==> src/rtl/tfn_pkg.sv <==
// ----------------------------------------------------------------------------
// tfn_pkg: shared types and widths for the triangle face normal pipeline.
// Holds the word formats that travel between the front end, the square root
// cells and the divider cells.
// ----------------------------------------------------------------------------
`default_nettype none

package tfn_pkg;

    // Field widths of the input and output words.
    localparam int COORD_WIDTH      = 16;
    localparam int NORMAL_FRAC_BITS = 14;
    localparam int OUT_W            = NORMAL_FRAC_BITS + 2;

    // Datapath widths derived from the coordinate width.
    localparam int EW = COORD_WIDTH + 1;      // edge vector component
    localparam int PW = 2 * EW;               // edge product
    localparam int NW = PW + 1;               // cross product component
    localparam int MW = NW - 1;               // cross product magnitude
    localparam int HW = (MW + 1) / 2;         // low half of a split magnitude
    localparam int SW = 2 * MW + 2;           // sum of three squares
    localparam int LW = MW + 1;               // length (square root)
    localparam int QW = NORMAL_FRAC_BITS + 1; // quotient magnitude

    // Input word: three vertices.
    typedef struct packed {
        logic signed [COORD_WIDTH-1:0] a_x;
        logic signed [COORD_WIDTH-1:0] a_y;
        logic signed [COORD_WIDTH-1:0] a_z;
        logic signed [COORD_WIDTH-1:0] b_x;
        logic signed [COORD_WIDTH-1:0] b_y;
        logic signed [COORD_WIDTH-1:0] b_z;
        logic signed [COORD_WIDTH-1:0] c_x;
        logic signed [COORD_WIDTH-1:0] c_y;
        logic signed [COORD_WIDTH-1:0] c_z;
    } t_in_word;

    // Output word: unit normal and degenerate flag.
    typedef struct packed {
        logic signed [OUT_W-1:0] normal_x;
        logic signed [OUT_W-1:0] normal_y;
        logic signed [OUT_W-1:0] normal_z;
        logic                    degenerate;
    } t_out_word;

    // Word handed along the square root cells.
    typedef struct packed {
        logic signed [NW-1:0] n_x;
        logic signed [NW-1:0] n_y;
        logic signed [NW-1:0] n_z;
        logic [SW-1:0]        rad;
        logic [LW+1:0]        rem;
        logic [LW-1:0]        root;
    } t_sq_word;

    // Word handed along the divider cells.
    typedef struct packed {
        logic [LW-1:0] d;
        logic [LW-1:0] r_x;
        logic [LW-1:0] r_y;
        logic [LW-1:0] r_z;
        logic [QW-1:0] q_x;
        logic [QW-1:0] q_y;
        logic [QW-1:0] q_z;
        logic          neg_x;
        logic          neg_y;
        logic          neg_z;
        logic          degen;
    } t_dv_word;

endpackage

`default_nettype wire

==> src/rtl/tfn_div_cell.sv <==
// ----------------------------------------------------------------------------
// tfn_div_cell: one quotient bit of three restoring divisions in parallel.
// All three components share the divisor, the length of the normal.
// ----------------------------------------------------------------------------
`default_nettype none

module tfn_div_cell
    import tfn_pkg::*;
(
    input  wire      i_clk,
    input  wire      i_rst_n,
    input  wire      i_en,
    input  wire      i_valid,
    input  t_dv_word i_word,
    output logic     o_valid,
    output t_dv_word o_word
);

    logic     r_valid;
    t_dv_word r_word;
    t_dv_word n_word;

    logic [LW:0] n_r2 [3];
    logic [LW:0] n_df [3];
    logic        n_ge [3];

    // Shift each remainder and subtract the divisor where it fits.
    always_comb begin
        n_r2[0] = {i_word.r_x, 1'b0};
        n_r2[1] = {i_word.r_y, 1'b0};
        n_r2[2] = {i_word.r_z, 1'b0};
        for (int k = 0; k < 3; k++) begin
            n_ge[k] = n_r2[k] >= {1'b0, i_word.d};
            n_df[k] = n_r2[k] - {1'b0, i_word.d};
        end
        n_word     = i_word;
        n_word.r_x = n_ge[0] ? n_df[0][LW-1:0] : n_r2[0][LW-1:0];
        n_word.r_y = n_ge[1] ? n_df[1][LW-1:0] : n_r2[1][LW-1:0];
        n_word.r_z = n_ge[2] ? n_df[2][LW-1:0] : n_r2[2][LW-1:0];
        n_word.q_x = {i_word.q_x[QW-2:0], n_ge[0]};
        n_word.q_y = {i_word.q_y[QW-2:0], n_ge[1]};
        n_word.q_z = {i_word.q_z[QW-2:0], n_ge[2]};
    end

    always_ff @(posedge i_clk) begin
        if (!i_rst_n) begin
            r_valid <= 1'b0;
        end else if (i_en) begin
            r_valid <= i_valid;
        end
    end

    always_ff @(posedge i_clk) begin
        if (i_en) begin
            r_word <= n_word;
        end
    end

    assign o_valid = r_valid;
    assign o_word  = r_word;

endmodule

`default_nettype wire

==> config.mk <==
export PLATFORM = sky130hd
export DESIGN_NAME = tfn_div_cell
export DESIGN_NICKNAME = d
export VERILOG_FILES = /design/src/rtl/tfn_pkg.sv /design/src/rtl/tfn_div_cell.sv
export SDC_FILE = /design/constraint.sdc
export NUM_CORES = 1
export LEC_CHECK = 0
export BUFFER_PORTS_ARGS = -buffer_cell sky130_fd_sc_hd__clkbuf_2
export CAP_MARGIN = 20
export CORE_MARGIN = 4
export CORE_UTILIZATION = 47
export DETAILED_ROUTE_END_ITERATION = 12
export PLACE_DENSITY = 0.77
export SLEW_MARGIN = 40
export SYNTH_ARGS = -nofsm -noshare
export SYNTH_HDL_FRONTEND = slang
export SYNTH_SLANG_ARGS = --single-unit
==> constraint.sdc <==
create_clock -name i_clk -period 3.2 [get_ports i_clk]
set_clock_uncertainty 0.05 [all_clocks]
set_input_delay 0.16 -clock i_clk [delete_from_list [all_inputs] [get_ports i_clk]]
set_output_delay 0.16 -clock i_clk [all_outputs]
set_load 0.01 [all_outputs]
==> run summary <==
========================================================================================
Run status                                                                  finished with violations
Violations in the final reports                                             negative setup slack
Worst hold start                                                             i_word[131]
Reported leakage power                                                        0.00853 uW
Class of the most critical setup path                                          in -> reg
Worst Path Required                                                              3.36 ns
GPL Wtd Cong                                                                       0.929
Initial antenna violation count                                                        1
Total core area                                                             0.0269 sq mm
CP endpoint kind                                                                    flop
Cell depth of the worst hold path                                                      3
Cell count after synthesis                                                          1185
Pin count of the biggest net entering global routing                                  94
Max clock buf depth                                                                    2
Fraction of final layout cells with drive strength greater than 1                  36.0%
Async set-reset flop share out of synthesis                                           0%
Top FF cell, synth                                                              edfxtp_1
Achievable clock frequency                                                       312 MHz
Number of slew-limit violations in the final report                                    0
Total of warnings raised by yosys                                                      0
Fraction of synthesized cell area taken by the top area cell type                  44.3%
Wire length of the first global-routing pass                                68800 microns
Number of remaining DRC errors                                                         0
Combined global-route utilization of all metal layers                              28.7%
Capture point of the worst reg-to-reg path                                       o_valid
Clock transition at the registers of the reported paths                          0.09 ns
Ordered cell list for the critical path                                     dlygate4sd3_1, clkbuf_2, ha_1, a21oi_2, nand2_1, o21ai_2, o21ai_4, a221oi_4, o211ai_2, a31o_2, a211oi_4, buf_6, buf_6, mux2_2
Power per cell area                                                          449 mW/mm^2
I/O pin cnt                                                                          383
Number of flip-flops and latches in the synthesized netlist                          190
Number of placement rows                                                              60
Hold violation total from the final report                                             0
Worst EP arrival                                                                 3.36 ns
Design Area, Final                                                          0.0186 sq mm
Max IR drop VDD                                                                 0.257 mV
TritonCTS buffer count                                                                17
Post-route ant nets                                                                    0
Clock sinks                                                                          190
Synth cell types                                                                      74
Internal reg-to-reg setup slack                                                  2.01 ns
Congestion Overflow GR                                                                 0
Type of the most critical hold path                                            in -> reg
H-tree level count                                                                     4
Starting Density                                                                   47.6%
Maximum fanout count along the critical path                                           7
Crit-path leading delay family                                              compound AO/OA/AOI/OAI gates
Max-cap check violation count                                                          0
WL final                                                                    44700 microns
Initial DRT Pass Iterations                                                            5
Count of flip-flops with a built-in enable after synthesis                           189
Cell count along the critical path                                                    14
Worst-case setup margin in the final layout                                  -0.00481 ns
Worst-path cell with the longest stage delay                                dlygate4sd3_1
Total half-perimeter wirelength after legalization and detailed placement   33200 microns
Endpoints failing setup                                                                1
IO Port Bufs                                                                         379
Via count of the first global-routing pass                                         12700
Portion of the post-synthesis area used by sequential elements                     44.5%
Die width                                                                    173 microns
Vertical die dimension                                                       173 microns
Cell area after placement                                                   0.0163 sq mm
Peak per-stage delay on the critical path                                        0.55 ns
Startpoint of the worst-slack reg-to-reg timing path                             o_valid
Via Count                                                                          12400
CTS root buf                                                                   clkbuf_16
End point of the most critical hold path                                     o_word[132]
Tmin final                                                                       3.20 ns
Worst Reg-to-Reg Cells                                                                 3
Worst setup timing slack at the placement stage                                -0.241 ns
Number of DRC markers after the initial detailed-route iteration                     791
Avg Synthesized Cell Area                                                     10.8 sq um
Ranking of synthesized cells by area                                        edfxtp_1 (44%), ha_1 (10%), a21oi_1 (4.0%)
Total Die Area                                                              0.0299 sq mm
Clock latency on the worst-skew pair                                             0.45 ns
Area delta synth->final                                                            45.4%
Kind of launch point of the worst setup path                                primary input
Max_slew headroom                                                                  45.0%
Via density per instance                                                            5.55
Final worst-path cycle share                                                        100%
TritonCTS clock tree                                                                done
Post-layout util                                                                   69.2%
Cell mode on critical path                                                         buf_6
Routed length per placed instance                                           20.0 microns
Cell type contributing the most total cell area after synthesis                 edfxtp_1
Total buffers and inverters traversed by the critical path                             4
Net count after synthesis                                                           1486
Layout net count                                                                    2178
Worst-margin pin slew                                                           0.826 ns
Area of the mapped netlist                                                  0.0128 sq mm
========================================================================================
## worst reg2reg max path, stage by stage (launching register included)
cell	delay, ns
dfxtp_1	0.32
mux2i_1	0.12
nor2b_1	0.06
dlygate4sd3_1	0.54
## kinds of logic after synthesis
family | after synthesis | synth area share (%)
simple gates | 272 | 10.4
flops | 190 | 44.5
compound gates | 356 | 18.2
fa+ha+maj | 108 | 10.7
xor+xnor | 88 | 6.02
mux | 75 | 7.13
buf+inv | 96 | 3.08
## sequential cells by signal, indices dropped and copies added, names as in the netlist
name	cells
o_word	189
o_valid	1
## layout by cell type, fill, tap and decap left out, types with 21 or more instances in the layout
master,n
a21o_1,46
a21oi_1,101
buf_4,167
clkbuf_2,378
dlygate4sd3_1,152
edfxtp_1,189
ha_1,102
inv_1,60
mux2_2,41
mux2_4,25
nand2_1,97
nand3_1,21
nor2_1,46
o21ai_0,71
xnor2_1,54
xor2_1,34
## Yosys cell counts, types with 17 or more instances
cell,number
o21a_1,20
o21ai_0,74
xnor2_1,54
mux2_4,20
nor3_1,17
mux2_2,43
a21o_1,46
inv_1,63
clkbuf_1,21
a21oi_1,103
ha_1,105
xor2_1,34
edfxtp_1,189
nand2_1,97
nand3_1,22
and3_1,18
o21bai_1,20
nor2_1,47
## stage by stage
| stage | hold slack, ns | power [uW] | cells | TNS [ns] |
|---|---|---|---|---|
| 6_report | 0.0160 | 8350 | 2232 | -0.00481 |
| 5_1_grt | 0.000123 | 8730 | 2231 | -0.504 |
| 4_1_cts | 0.000507 | 8280 | 2225 | 0 |
| 3_5_place_dp | 0.289 | 5870 | 2041 | -13.28 |
| 3_3_place_gp | 0.287 | 5830 | 2041 | -3.71 |
| 2_1_floorplan | 0.209 | 4750 | 1185 | -1.46 |
## layout make-up
cell class	count	area, sq um
timing repair buffer	706	4820
fill	2061	8270
multi-input combinational	899	6810
sequential	190	5700
antenna	1	2.50
clock buffer	17	425
clock inverter	15	186
tap	341	427
inverter	63	240
## power by group
group / internal (uW) / leakage, uW / total [uW] / switching (uW)
Sequential: 3130 / 0.00186 / 3240 / 106
Combinational: 1380 / 0.00638 / 2830 / 1450
Clock: 1070 / 0.000294 / 2280 / 1210
Total: 5580 / 0.00853 / 8350 / 2770
## layer usage
layer  share of wire (%)  track usage [%]
met1                  41             36.5
met2                  50             50.5
met3                 6.8             5.38
met4                 2.2             7.28
met5                   0                0
## timing repair
action / in CTS / in global routing
setup buffers: 0 / 4
hold buffers: 152 / 0
resized for setup: 0 / 20
setup endpoints to repair: 0 / 78
hold endpoints to repair: 151 / 0
## worst max-delay path by stage
| stage | from | to |
|---|---|---|
| floorplan | i_word[154] | o_word[55] |
| global placement | i_word[155] | o_word[72] |
| detailed placement | i_word[154] | o_word[54] |
| CTS | i_word[76] | o_word[52] |
| global route | i_word[54] | o_word[83] |
| finish | i_word[54] | o_word[83] |
Power figures use the tool's default switching activity.
