===== src/rtl/tfn_pkg.sv =====
// ----------------------------------------------------------------------------
// tfn_pkg: shared types and widths for the triangle face normal pipeline.
// Holds the word formats that travel between the front end, the square root
// cells and the divider cells.
// ----------------------------------------------------------------------------
`default_nettype none

package tfn_pkg;

    // Field widths of the input and output words.
    localparam int COORD_WIDTH      = 16;
    localparam int NORMAL_FRAC_BITS = 14;
    localparam int OUT_W            = NORMAL_FRAC_BITS + 2;

    // Datapath widths derived from the coordinate width.
    localparam int EW = COORD_WIDTH + 1;      // edge vector component
    localparam int PW = 2 * EW;               // edge product
    localparam int NW = PW + 1;               // cross product component
    localparam int MW = NW - 1;               // cross product magnitude
    localparam int HW = (MW + 1) / 2;         // low half of a split magnitude
    localparam int SW = 2 * MW + 2;           // sum of three squares
    localparam int LW = MW + 1;               // length (square root)
    localparam int QW = NORMAL_FRAC_BITS + 1; // quotient magnitude

    // Input word: three vertices.
    typedef struct packed {
        logic signed [COORD_WIDTH-1:0] a_x;
        logic signed [COORD_WIDTH-1:0] a_y;
        logic signed [COORD_WIDTH-1:0] a_z;
        logic signed [COORD_WIDTH-1:0] b_x;
        logic signed [COORD_WIDTH-1:0] b_y;
        logic signed [COORD_WIDTH-1:0] b_z;
        logic signed [COORD_WIDTH-1:0] c_x;
        logic signed [COORD_WIDTH-1:0] c_y;
        logic signed [COORD_WIDTH-1:0] c_z;
    } t_in_word;

    // Output word: unit normal and degenerate flag.
    typedef struct packed {
        logic signed [OUT_W-1:0] normal_x;
        logic signed [OUT_W-1:0] normal_y;
        logic signed [OUT_W-1:0] normal_z;
        logic                    degenerate;
    } t_out_word;

    // Word handed along the square root cells.
    typedef struct packed {
        logic signed [NW-1:0] n_x;
        logic signed [NW-1:0] n_y;
        logic signed [NW-1:0] n_z;
        logic [SW-1:0]        rad;
        logic [LW+1:0]        rem;
        logic [LW-1:0]        root;
    } t_sq_word;

    // Word handed along the divider cells.
    typedef struct packed {
        logic [LW-1:0] d;
        logic [LW-1:0] r_x;
        logic [LW-1:0] r_y;
        logic [LW-1:0] r_z;
        logic [QW-1:0] q_x;
        logic [QW-1:0] q_y;
        logic [QW-1:0] q_z;
        logic          neg_x;
        logic          neg_y;
        logic          neg_z;
        logic          degen;
    } t_dv_word;

endpackage

`default_nettype wire


===== src/rtl/tfn_sqrt_cell.sv =====
// ----------------------------------------------------------------------------
// tfn_sqrt_cell: one bit of the digit-by-digit integer square root.
// Takes two radicand bits, tries the next root bit and hands the word on.
// ----------------------------------------------------------------------------
`default_nettype none

module tfn_sqrt_cell
    import tfn_pkg::*;
(
    input  wire      i_clk,
    input  wire      i_rst_n,
    input  wire      i_en,
    input  wire      i_valid,
    input  t_sq_word i_word,
    output logic     o_valid,
    output t_sq_word o_word
);

    logic     r_valid;
    t_sq_word r_word;
    t_sq_word n_word;

    logic [LW+1:0] n_rem2;
    logic [LW+1:0] n_trial;
    logic          n_ge;

    // Trial subtraction of (4 * root + 1).
    always_comb begin
        n_rem2  = {i_word.rem[LW-1:0], i_word.rad[SW-1 -: 2]};
        n_trial = {i_word.root, 2'b01};
        n_ge    = n_rem2 >= n_trial;
        n_word  = i_word;
        n_word.rad = {i_word.rad[SW-3:0], 2'b00};
        if (n_ge) begin
            n_word.rem  = n_rem2 - n_trial;
            n_word.root = {i_word.root[LW-2:0], 1'b1};
        end else begin
            n_word.rem  = n_rem2;
            n_word.root = {i_word.root[LW-2:0], 1'b0};
        end
    end

    always_ff @(posedge i_clk) begin
        if (!i_rst_n) begin
            r_valid <= 1'b0;
        end else if (i_en) begin
            r_valid <= i_valid;
        end
    end

    always_ff @(posedge i_clk) begin
        if (i_en) begin
            r_word <= n_word;
        end
    end

    assign o_valid = r_valid;
    assign o_word  = r_word;

endmodule

`default_nettype wire


===== config.mk =====
export PLATFORM = sky130hd
export DESIGN_NAME = tfn_sqrt_cell
export DESIGN_NICKNAME = d
export VERILOG_FILES = /design/src/rtl/tfn_pkg.sv /design/src/rtl/tfn_sqrt_cell.sv
export SDC_FILE = /design/constraint.sdc
export NUM_CORES = 1
export LEC_CHECK = 0
export ABC_AREA = 1
export BUFFER_PORTS_ARGS = -buffer_cell sky130_fd_sc_hd__buf_4
export CAP_MARGIN = 5
export CORE_AREA = 2 2 196 198
export CTS_CLUSTER_SIZE = 25
export DETAILED_ROUTE_END_ITERATION = 16
export DIE_AREA = 0 0 198 200
export PLACE_DENSITY_LB_ADDON = 0.15
export RECOVER_POWER = 25
export SYNTH_ARGS = -nofsm -noshare
export SYNTH_HDL_FRONTEND = slang
export SYNTH_SLANG_ARGS = --single-unit

===== constraint.sdc =====
create_clock -name i_clk -period 1.9 [get_ports i_clk]
set_input_delay 0.095 -clock i_clk [delete_from_list [all_inputs] [get_ports i_clk]]
set_output_delay 0.095 -clock i_clk [all_outputs]
set_load 0.01 [all_outputs]

==> results of run 1 <==
[where the power goes]
group          internal (mW)  switching [mW]
Sequential              6.54           0.150
Clock                   4.14            2.40
Combinational           1.92            1.76
Total                   12.6            4.31
[repair_timing]
item                                    in CTS  in global routing
gates resized for setup                      0                 35
setup buffers                                0                  4
endpoints found under the hold margin      288                  2
hold buffers                               247                  2
endpoints found under the setup margin       0                 37
[layer usage]
metal | part of all wire, % | routed length (µm) | global-route usage, % | vias to the layer above
met5 | 0.16 | 72 | 0 | -
met4 | 3.4 | 1520 | 6.77 | 12
met3 | 6.0 | 2700 | 5.39 | 93
met2 | 52 | 23700 | 40.7 | 312
met1 | 38 | 17200 | 24.3 | 4890
li1 | - | - | - | 5069
[worst min path at each step]
stage / end / start / cells after the start
after floorplan: o_valid$_SDFFE_PN0P_ / i_en / 1
after global placement: o_word[143]$_DFFE_PP_ / i_word[143] / 1
after detailed placement: o_word[107]$_DFFE_PP_ / i_word[105] / 1
after CTS: o_word[45]$_DFFE_PP_ / i_word[43] / 5
after global routing: o_word[70]$_DFFE_PP_ / i_word[68] / 4
final: o_word[69]$_DFFE_PP_ / i_word[67] / 4
[state kept, by name (all words and copies together) (netlist names)]
name	count
o_word	245
o_valid	1
[per-stage QoR]
step                total power, mW  setup WS (ps)  setup TNS [ps]  util (%)
detailed placement             9.97           -281           -8190      43.9
finish                         16.9           57.9               0      54.1
CTS                            17.1           12.7               0      53.6
floorplan                      7.99            155               0         -
global placement               9.95           -276           -7230      43.9
global route                   17.6          -45.9            -552      54.1
[synth_stat cells (3+ instances only)]
cell type / count / area, µm²
a21oi_1: 26 / 130
buf_2: 3 / 15.0
buf_6: 3 / 33.8
buf_8: 4 / 60.1
edfxtp_1: 245 / 7360
ha_1: 37 / 463
inv_1: 148 / 556
nand2_1: 289 / 1080
nand2_2: 9 / 56.3
nand3_1: 54 / 270
nand3_2: 25 / 250
nand3b_1: 10 / 75.1
nand4_1: 4 / 25.0
nor2_1: 58 / 218
nor2_2: 7 / 43.8
nor3_1: 7 / 35.0
o21ai_0: 9 / 45.0
o21bai_1: 5 / 37.5
xor2_1: 17 / 149
[worst max-delay path: cells and delay by family]
kind	cells	cell delay (ps)
simple gates	8	760
compound gates	1	150
fa+ha+maj	1	250
buf+inv	3	900
[cells by family (layout without fill, tap and decap cells)]
family | after synthesis | count (layout) | share of synthesized area [%]
AOI/OAI and AO/OA | 45 | 45 | 2.25
xor gates and xnor gates | 19 | 19 | 1.50
adders and majority gates | 37 | 37 | 4.17
buffers and inverters | 165 | 1086 | 6.58
DFF | 246 | 246 | 66.4
other | 1 | 8 | 0.0337
and+or+nand+nor | 469 | 469 | 19.1
[cell type report]
type / count / area, µm² / share of cell area (%)
Timing Repair Buffer: 879 / 7350 / 36.3
Multi-Input combinational cell: 572 / 3130 / 15.5
Clock inverter: 21 / 338 / 1.67
Tap cell: 511 / 639 / 3.16
Clock buffer: 35 / 810 / 4.00
Antenna cell: 6 / 15.0 / 0.0742
Inverter: 151 / 572 / 2.83
Sequential cell: 246 / 7380 / 36.5
==> metrics.cfg, run 1 <==
[clocking]
clkSinkCount = 246
clk_pin_slew_worst_paths_ps = 60
clkLatencyLatePin_ps = 580
cts_buffers = 30
cts_max_level = 1
cts_root_buf = clkbuf_16
cts_tree = built
clockBufferDepth = 3

[drt]
ant_nets = 0
post-route-drc-count = 0
post_drt_via_cell_ratio = 4.29
via_count = 10400
drtIter0Drc = 512
dr.pass1.iters = 4
routedWlPerCell_um = 18.7
drt_wl_total_um = 45200

[cells_and_area]
final_cell_mix = buf_4 (435), nand2_1 (279), dlygate4sd3_1 (245), edfxtp_1 (245), clkbuf_4 (166)
syn_to_final_growth_pct = 82.0
n_fill_cell = 3327
nNetsFinal = 2168
final_common_cell = buf_4
design_area_um2 = 20200
final_layout_size_suffix_gt1_share_pct = 39.0
stdcell_count = 2421

[sta]
final.setup_skew_ps = 0
holdWs_ps = 120
max_freq_ghz = 0.543
finalHoldViolCount = 0
fin_crit_ps = 1840
setup_violations = 0
period_share_pct = 97.0
slew_violations = 0

[logic_synthesis]
synth_edf_count = 245
avgSynthCellArea_um2 = 11.3
synthesis.area_um2 = 11100
synth-async-reset-ratio_pct = 0
ys.flop_type = edfxtp_1
seq_area_frac_synth_pct = 66.4
synth_warnings = 0
postSynthRegisterBits = 246
synth_cells = 982
ys_types = 35

[place]
dp_hpwl_um = 33900
placement.cell_area_um2 = 16400
numPortBuffers = 494
gp_congestion = 0.913
dp_cells = 2109

[critical_path]
reg2reg_slack_ps = 610
worstPathArrival_ps = 2180
reg2regPathDepth = 3
crit_end = o_word[70]$_DFFE_PP_
rr_endpoint = o_valid$_SDFFE_PN0P_
critPathRequiredTime_ps = 2230
r2r-start = o_valid$_SDFFE_PN0P_
cp_slowest_stage_delay_ps = 600
critical_path.startpoint = i_word[69]
crit_type = primary input to flip-flop
endpoint_kind = flip-flop
worstSetupStartpointType = primary input
crit_fanout = 7
crit_chain = dlygate4sd3_1 > ha_4 > nand2_4 > inv_1 > nand2_1 > nand2_1 > nor2_2 > nand2_1 > a21oi_2 > nand4_4 > clkbuf_16 > nand3_1 > nand2_1
crit_path_frequent_cell = nand2_1
cp_slowest_cell = dlygate4sd3_1

[die]
core.rowCount = 71
die_area_um2 = 39600
die_h_um = 200
start_util_pct = 29.7
die_w_um = 198
boundaryPins = 499
core_um2 = 37400

[global_routing]
grt_pass1_wl_um = 63600
globalRouteOverflowTotal = 0
grt.total_usage_pct = 21.8
grt_max_degree = 51
grt_pass1_vias = 10600
antenna_found_initial = 12

[power_and_ir_drop]
p_leak_nw = 9.43
power_density_nw_per_um2 = 836
ir_drop_uv = 790

[outcome]
status = finished, final reports clean

[min_path]
hold_path_class = primary input to flip-flop

[job]
drv_cap = 0

(Power assumes the default switching activity.)
==> run 2, diff against run 1 <==
--- a/config.mk
+++ b/config.mk
@@ -5,15 +5,16 @@
 export SDC_FILE = /design/constraint.sdc
 export NUM_CORES = 1
 export LEC_CHECK = 0
-export ABC_AREA = 1
+export ABC_AREA = 0
 export BUFFER_PORTS_ARGS = -buffer_cell sky130_fd_sc_hd__buf_4
 export CAP_MARGIN = 5
-export CORE_AREA = 2 2 196 198
+export CORE_AREA = 2 2 194 196
 export CTS_CLUSTER_SIZE = 25
 export DETAILED_ROUTE_END_ITERATION = 16
-export DIE_AREA = 0 0 198 200
+export DIE_AREA = 0 0 196 198
 export PLACE_DENSITY_LB_ADDON = 0.15
 export RECOVER_POWER = 25
 export SYNTH_ARGS = -nofsm -noshare
 export SYNTH_HDL_FRONTEND = slang
 export SYNTH_SLANG_ARGS = --single-unit
+export TNS_END_PERCENT = 10
==> run 2 against run 1 <==
Against the previous run:
- the run now ends with negative setup slack left
- register-to-register slack improved by 50 ps
- critical path depth is 1 lower
- die area decreased by 2.0%
- global-route usage fell by 3.1 points
- first-iteration DRC count is 31% lower
- clock-buffer cell count fell by 1
- fmax is 14% lower
- sequential share of layout area increased by 2.2 points
- hold slack lost 72 ps
- design area is 5.8% lower
- synthesized cell count shrank 32%
- highest routed layer is now met4
==> metrics.cfg, run 2 <==
[outcome]
status = finished, violations left
failed_checks = negative setup slack

[drt]
drtIter0Drc = 352
drt_wl_total_um = 38000
via_count = 8959
ant_nets = 0
dr.pass1.iters = 7
routedWlPerCell_um = 18.3
post-route-drc-count = 0
post_drt_via_cell_ratio = 4.32

[clocking]
clkSinkCount = 246
cts_root_buf = clkbuf_16
clockBufferDepth = 3
clkLatencyLatePin_ps = 540
clk_pin_slew_worst_paths_ps = 60
cts_buffers = 29
cts_tree = built
cts_max_level = 1

[critical_path]
cp_slowest_stage_delay_ps = 460
cp_slowest_cell = o41a_4
reg2regPathDepth = 3
crit_chain = buf_4 > inv_4 > ha_4 > o21ai_4 > a221oi_2 > o211ai_2 > a211oi_2 > buf_4 > a2111oi_4 > o41a_4 > clkbuf_16 > o31ai_2
r2r-start = o_valid$_SDFFE_PN0P_
endpoint_kind = flip-flop
crit_path_frequent_cell = buf_4
worstSetupStartpointType = primary input
crit_type = primary input to flip-flop
crit_end = o_word[71]$_DFFE_PP_
worstPathArrival_ps = 2530
crit_fanout = 24
reg2reg_slack_ps = 660
critPathRequiredTime_ps = 2280
critical_path.startpoint = i_word[1]
rr_endpoint = o_valid$_SDFFE_PN0P_

[min_path]
hold_start = i_word[141]
hold_path_class = primary input to flip-flop
min_path_cells = 4

[logic_synthesis]
ys_types = 52
synth_common_cells = edfxtp_1 (245), nand2_1 (63), inv_1 (49), a21oi_1 (45), o21ai_0 (45)
synth_edf_count = 245
yosysMostFrequentCell = edfxtp_1
ys_top_cells_by_area = edfxtp_1 (74%), ha_1 (4.6%), nand2_1 (2.4%), a21oi_1 (2.3%), o21ai_0 (2.3%)
synth_top_cell_by_area = edfxtp_1
ys.flop_type = edfxtp_1
synth_warnings = 0
synth-async-reset-ratio_pct = 0
synthesis.area_um2 = 9980
synth_cells = 672
synth.top_cell.area_share_pct = 73.7
postSynthRegisterBits = 246
seq_area_frac_synth_pct = 73.9
avgSynthCellArea_um2 = 14.9

[sta]
period_share_pct = 113
setup_violations = 37
relSlewSlack_pct = 65.3
fin_crit_ps = 2150
rsz0062_at_grt = true
tightest_slew_ps = 521
finalHoldViolCount = 0
final.setup_skew_ps = 0
slew_violations = 0
max_freq_ghz = 0.464
setup_slack_ps = -253

[global_routing]
grt_max_degree = 50
globalRouteOverflowTotal = 0
grt.total_usage_pct = 18.6
grt_pass1_wl_um = 55000
antenna_found_initial = 2
grt_pass1_vias = 9329

[power_and_ir_drop]
clock_power_share_pct = 34.8
p_sw_share_pct = 25.2
p_int_mw = 11.7
power_frac_comb_pct = 22.4
power_switching_mw = 3.93
ir_drop_uv = 509
p_leak_nw = 8.24
power_density_nw_per_um2 = 818
pwr-share-seq_pct = 42.8

[die]
core_um2 = 37000
die_h_um = 198
start_util_pct = 27.0
die_w_um = 196
boundaryPins = 499
core.rowCount = 71
die_area_um2 = 38800

[place]
dp_hpwl_um = 28000
pre_cts_ws_ps = -874
gp_congestion = 0.839
placement.cell_area_um2 = 15600
numPortBuffers = 494

[cells_and_area]
final_layout_size_suffix_gt1_share_pct = 45.7
largest_reg_flops = 245
nNetsFinal = 1865
final_common_cell = buf_4
syn_to_final_growth_pct = 90.9
design_area_um2 = 19100
final_cell_mix = buf_4 (462), dlygate4sd3_1 (245), edfxtp_1 (245)
utilization_pct = 51.6

[job]
drv_cap = 0

==> run 2: repair_timing <==
| item | in CTS | in global routing |
|---|---|---|
| resized for setup | 16 | 14 |
| pin swaps | 6 | 2 |
| endpoints found under the setup margin | 37 | 37 |
| endpoints found under the hold margin | 251 | 1 |
| hold buffers | 244 | 1 |
| buffers inserted | 1 | 0 |
| cloned | 1 | 1 |
==> run 2: power by group through the flow <==
| stage | Combinational [mW] | Clock, mW | Sequential, mW |
|---|---|---|---|
| 6_report | 3.49 | 5.42 | 6.68 |
| 3_3_place_gp | 3.00 | 0 | 6.78 |
| 4_1_cts | 3.49 | 5.61 | 6.68 |
| 2_1_floorplan | 0.813 | 0 | 7.04 |
| 5_1_grt | 3.75 | 5.78 | 6.72 |
| 3_5_place_dp | 3.02 | 0 | 6.78 |
==> run 2: layout make-up <==
class                      count  area, µm²
fill                        3245      17900
tap                          474        593
sequential                   246       7380
inverter                      49        204
clock inverter                18        170
antenna                        2       5.00
timing repair buffer         891       7440
clock buffer                  34        744
multi-input combinational    360       2530
==> run 2: how the worst min path moves through the flow <==
stage | to | slack [ps]
2_1_floorplan | o_word[100]$_DFFE_PP_ | 190
3_3_place_gp | o_word[109]$_DFFE_PP_ | 270
3_5_place_dp | o_word[245]$_DFFE_PP_ | 270
4_1_cts | o_word[39]$_DFFE_PP_ | -180
5_1_grt | o_word[36]$_DFFE_PP_ | 50
6_report | o_word[36]$_DFFE_PP_ | 50
==> run 2: logic make-up after synthesis <==
family	Yosys count	share of synthesized area, %
xor gates and xnor gates	32	2.81
and+or+nand+nor	136	6.10
DFF	246	73.9
AOI/OAI and AO/OA	149	9.25
other	1	0.0376
muxes	4	0.414
buffers and inverters	67	2.87
adders and majority gates	37	4.64
==> run 2: per-layer routing <==
layer | vias up | global-route usage (%) | wire, µm
met3 | 58 | 3.87 | 2340
met1 | 4256 | 21.2 | 14500
met5 | - | 0 | 0
met2 | 317 | 34.5 | 19900
met4 | 0 | 6.73 | 1280
li1 | 4328 | - | -
==> run 2: metrics by stage <==
step	power, mW	setup TNS (ps)	cells	hold slack [ps]
floorplan	7.85	-15840	673	194
global placement	9.78	-28430	1772	273
detailed placement	9.80	-30810	1772	274
CTS	15.8	-6010	2070	-182
global route	16.3	-10800	2074	52.3
finish	15.6	-7770	2074	47.6
==> run 2: critical path: cells and delay by family <==
| kind | cells | cell delay (ps) |
|---|---|---|
| adders and majority gates | 1 | 280 |
| buffers and inverters | 4 | 530 |
| AOI/OAI and AO/OA | 7 | 1610 |
